### src/rtl/nonblocking_lru_cache_with_mshr_assert.svh
// Assertion macros used by the cache top-level RTL file.
`ifndef NONBLOCKING_LRU_CACHE_WITH_MSHR_ASSERT_SVH
`define NONBLOCKING_LRU_CACHE_WITH_MSHR_ASSERT_SVH
// Implication checked on every rising clock edge outside reset.
`define NLC_ASSERT_IMP(label, clk, rst_n, ante, cons, msg) \
    label: assert property (@(posedge clk) disable iff (!rst_n) (ante) |-> (cons)) \
        else $error(msg);
// Next-cycle implication checked on every rising clock edge outside reset.
`define NLC_ASSERT_NXT(label, clk, rst_n, ante, cons, msg) \
    label: assert property (@(posedge clk) disable iff (!rst_n) (ante) |=> (cons)) \
        else $error(msg);
`endif

### src/rtl/nlc_ram.sv
// Generic single-port-write, single-port-read RAM with registered read.
module nlc_ram #(
    parameter int WIDTH = 8,
    parameter int DEPTH = 16
) (
    input  logic                     clk,
    input  logic                     we,
    input  logic [$clog2(DEPTH)-1:0] waddr,
    input  logic [WIDTH-1:0]         wdata,
    input  logic [$clog2(DEPTH)-1:0] raddr,
    output logic [WIDTH-1:0]         rdata
);

    logic [WIDTH-1:0] mem [DEPTH];

    // write port
    always_ff @(posedge clk)
    begin
        if (we)
        begin
            mem[waddr] <= wdata;
        end
    end

    // registered read
    always_ff @(posedge clk)
    begin
        rdata <= mem[raddr];
    end

endmodule

### config.mk
export PLATFORM = sky130hd
export DESIGN_NAME = nlc_ram
export DESIGN_NICKNAME = d
export VERILOG_FILES = /design/src/rtl/nonblocking_lru_cache_with_mshr_assert.svh /design/src/rtl/nlc_ram.sv
export SDC_FILE = /design/constraint.sdc
export NUM_CORES = 1
export LEC_CHECK = 0
export BUFFER_PORTS_ARGS = -buffer_cell sky130_fd_sc_hd__buf_2
export CORE_UTILIZATION = 40
export DETAILED_ROUTE_END_ITERATION = 12
export GPL_TIMING_DRIVEN = 0
export PLACE_DENSITY_LB_ADDON = 0.3
export SYNTH_ARGS = -nofsm -noshare
export SYNTH_HDL_FRONTEND = slang
export SYNTH_SLANG_ARGS = --single-unit
### constraint.sdc
create_clock -name clk -period 1.8 [get_ports clk]
set_input_delay 0.36 -clock clk [delete_from_list [all_inputs] [get_ports clk]]
set_output_delay 0.36 -clock clk [all_outputs]
set_load 0.03 [all_outputs]
Word-level counts from Yosys, hierarchy flattened. Memory sizes are Yosys's and may differ from the RTL's. A register that Yosys moved wholly into a read port is not among the register bits. Index checks and enable logic that the tools add are counted.

Bits in writable memories: 128. Flip-flop bits (word level): 0. Bits in read-only memories: 0. Word-level logic and storage cells: 3. Latch bits: 0. Memories kept: 1.

Add/subtract/negate cells: 0. Bitwise gates (word level): 0. Shifts and indexed selects: 0. Order comparisons: 0. Mux-type cells: 2. Reduce and logical (&&, ||, !) cells: 0. Equal/unequal tests: 0. Divide/modulo/power cells: 0. Multiply operators: 0.

Memory list: mem (depth 16, bits a word 8, rd ports 1, clocked after Yosys merged registers in 1, wr ports 1, RTL line nlc_ram.sv:14) `logic [WIDTH-1:0] mem [DEPTH];`.

Operator list (number): $mux 1 (2).

Depth between registers and ports, before layout.
Word-level depth: 2. Gate-level depth with buffers: 5.

Worst setup path after synthesis. OpenSTA, ideal clock, no wires.

Path kind: input-to-reg. Start: in waddr[2]. End: mem mem[0][0], enable pin. Stages on the path: 2. Setup slack: -53 ps. Required time: 1417 ps. Setup time: 383 ps. Data arrival time: 1470 ps. Cells stage by stage: or3b_2 -> nor3_1.

RTL lines: start: declaration (RTL line nlc_ram.sv:8) `input logic [$clog2(DEPTH)-1:0] waddr,`; end: declaration (RTL line nlc_ram.sv:14).

No word-level cell before the write port.

Worst setup path in the final report.
Start: in waddr[2]. End: mem mem[2][1], enable pin.

No word-level cell before the write port.

==> summary.txt <==
Synth
  – Synth async-reset ratio: 0
  – Cell Area, Synth: 0.00515 mm^2
  – Post-synthesis average cell area: 22.5 um^2
  – Cell taking the most area after synthesis: edfxtp_1
  – #FFs+latches synth: ~140
  – Yosys Warn Count: 0
  – EDFF count, synth: about 130
  – Top FF cell, synth: edfxtp_1
  – Synth Instances: roughly 230
  – Sequential area share after synthesis: 0.778
  – Top post-synthesis cells by area: edfxtp_1 75%, mux4_2 7.9%, mux4_1 7.1%, dfxtp_1 3.1%, a22oi_1 2.3%
  – Post-synth top cells: 128 x edfxtp_1, 18 x mux4_2, 16 x a22oi_1
  – Most common cell in the synthesized netlist: edfxtp_1
  – Netlist cell types: 19
  – Area fraction of the dominant cell type after synthesis: 0.747
  – Synth Net Count: 247

STA
  – Slew margin rel.: 0.176
  – Worst Tran Pin Value: 1.23 ns
  – Fmax: 0.612 GHz
  – Setup-failing EPs final: 0
  – Fin Setup TNS: 0 ns
  – Final hold violation count: 0
  – Fin crit period: 1.63 ns
  – Worst Skew: 0.00652 ns
  – Final Slew Violations: 0
  – Tcrit/Tclk final: 0.908
  – Unrepaired setup endpoints after global routing: false
  – Final setup margin: 0.166 ns

Clock network
  – CTS tree: built
  – Worst skew pair latency: 0.41 ns
  – Worst-path clk slew: about 0.06 ns
  – # resized after CTS: 0
  – Clk root buf: clkbuf_16
  – Setup Buffers After CTS: 0
  – CTS Buf Count: 17
  – Sink Count: 136
  – Max Root-Sink Buffers: 2
  – H-tree depth: 4
  – Hold_buf cts: 0

Final layout
  – Final instance area: 0.00616 mm^2
  – Nets: 291
  – Antenna diodes: 0
  – Fin util: 0.490
  – Area growth syn-to-layout: 19.7%
  – Layout cells sized above 1: 0.301
  – Seq. cell area: between 0.004 and 0.005 mm^2
  – Multi-input logic area: about 0.0011 mm^2
  – Fillers: roughly 1000

Die
  – Width of the chip: ~120 um
  – I/O pins: 26
  – Starting Density: 0.410
  – Die Footprint: approximately 0.013 mm^2
  – Std-Cell Rows: 41
  – Die height: about 120 um
  – Core box area: 0.0126 mm^2

Detailed routing
  – Drt initial violations: about 130
  – Final ANT Viol Nets: 0
  – Detail-routed via count per cell: 5.18
  – WL/cell: 21.6 um
  – Via Count: 2372
  – TritonRoute pass-1 iters: 4
  – Final wirelength: a little under 10000 um
  – DRC viols: 0

GRT
  – Vias in the first global route: between 2000 and 2500
  – Initial antenna violation count: 0
  – Largest net degree at the start of global routing: 17
  – First-pass GRT wire length: about 15000 um
  – GR Overflow Total: 0
  – GRT Total Usage: 0.168

Pwr
  – Lkg Pwr: 2.07 nW
  – Clk pwr share: 0.495
  – Pwr Total: around 8 mW
  – Combinational share of power: 0.048
  – Reg power frac: 0.457
  – Internal power: 6.31 mW
  – Power per cell area: 1260 mW/mm^2
  – Worst vdd ir: 0.615 mV
  – Sw Ratio: 0.190
  – Switch Pwr: ~1.5 mW

Worst setup path
  – Crit path DAT: 1.67 ns
  – Crit path required time: around 1.8 ns
  – Critical path endpoint category: flop
  – Startpoint types: input pin
  – CP max FO: 8
  – Setup CP Type: in -> reg

Outcome
  – Run status: completed

Placed design
  – Gpl congestion: 0.723
  – Placed cell area: ~0.0055 mm^2
  – DPL Wire Length: 6170 um
  – Pre-CTS setup slack: -0.311 ns
  – Buffers on Ports: 24

Hold path
  – Class of the worst hold path: in -> reg

Job
  – Max Cap Viol: 0
## power groups by stage
| stage | clock network (mW) | logic, mW | registers [mW] |
|---|---|---|---|
| finish | 3.86 | 0.376 | 3.56 |
| global route | 4.06 | 0.407 | 3.56 |
| global placement | 0 | 0.375 | 3.62 |
| floorplan | 0 | 0.180 | 3.66 |
| CTS | 3.91 | 0.382 | 3.56 |
| detailed placement | 0 | 0.380 | 3.62 |
## logic make-up (layout without fill, tap and decap cells)
family	Yosys count	after routing	share of synthesized area
mux	32	32	0.150
buf+inv	10	67	0.0168
simple gates	35	35	0.0318
compound gates	16	16	0.0233
flops	136	136	0.778
## state kept, by name, summed over array words and instances, names as in the netlist
name,flops
rdata,8
mem,128
## path summary, 6_finish.rpt
| path | from | end | slack (ns) | depth (start not counted) |
|---|---|---|---|---|
| worst max-delay path | waddr[2] | mem[2][1] | 0.17 | 3 |
| worst min-delay path | wdata[5] | mem[11][5] | 0.35 | 1 |
| worst max register to register | mem[4][0] | rdata[0] | 0.38 | 3 |
| worst min register to register | mem[10][0] | rdata[0] | 0.68 | 3 |
## worst max-delay path, stage by stage
cell and delay [ns]:
buf_2 0.13, or3b_2 0.52, nor2_1 0.66
## per-layer routing
layer,up-vias,GRT usage,share of wire
met5,-,0,0
met4,0,0.0970,0.024
met3,20,0.0429,0.051
met2,59,0.261,0.50
met1,1231,0.215,0.43
li1,1062,-,-
## through the flow
| step | instances | hold slack, ns |
|---|---|---|
| 2_1_floorplan | 229 | 0.459 |
| 3_3_place_gp | 425 | 0.658 |
| 3_5_place_dp | 425 | 0.678 |
| 4_1_cts | 457 | 0.337 |
| 5_1_grt | 458 | 0.348 |
| 6_report | 458 | 0.354 |
## layout make-up
cell class	instances	area share
clock buffers	19	0.0719
repair buffers	25	0.0207
clock inverters	13	0.0365
flip-flops and latches	136	0.650
well taps	172	0.0349
plain buffers	10	0.0140
multi-input cells	83	0.172
## placed cells by master (no fill, tap or decap), types with 4 or more instances in the layout
master	count
clkinv_2	4
mux4_2	18
a22oi_1	16
nor2_1	13
nand2_1	9
clkbuf_16	17
buf_2	27
edfxtp_1	128
bufinv_16	6
mux4_1	14
dfxtp_1	8
(Power assumes the default switching activity.)
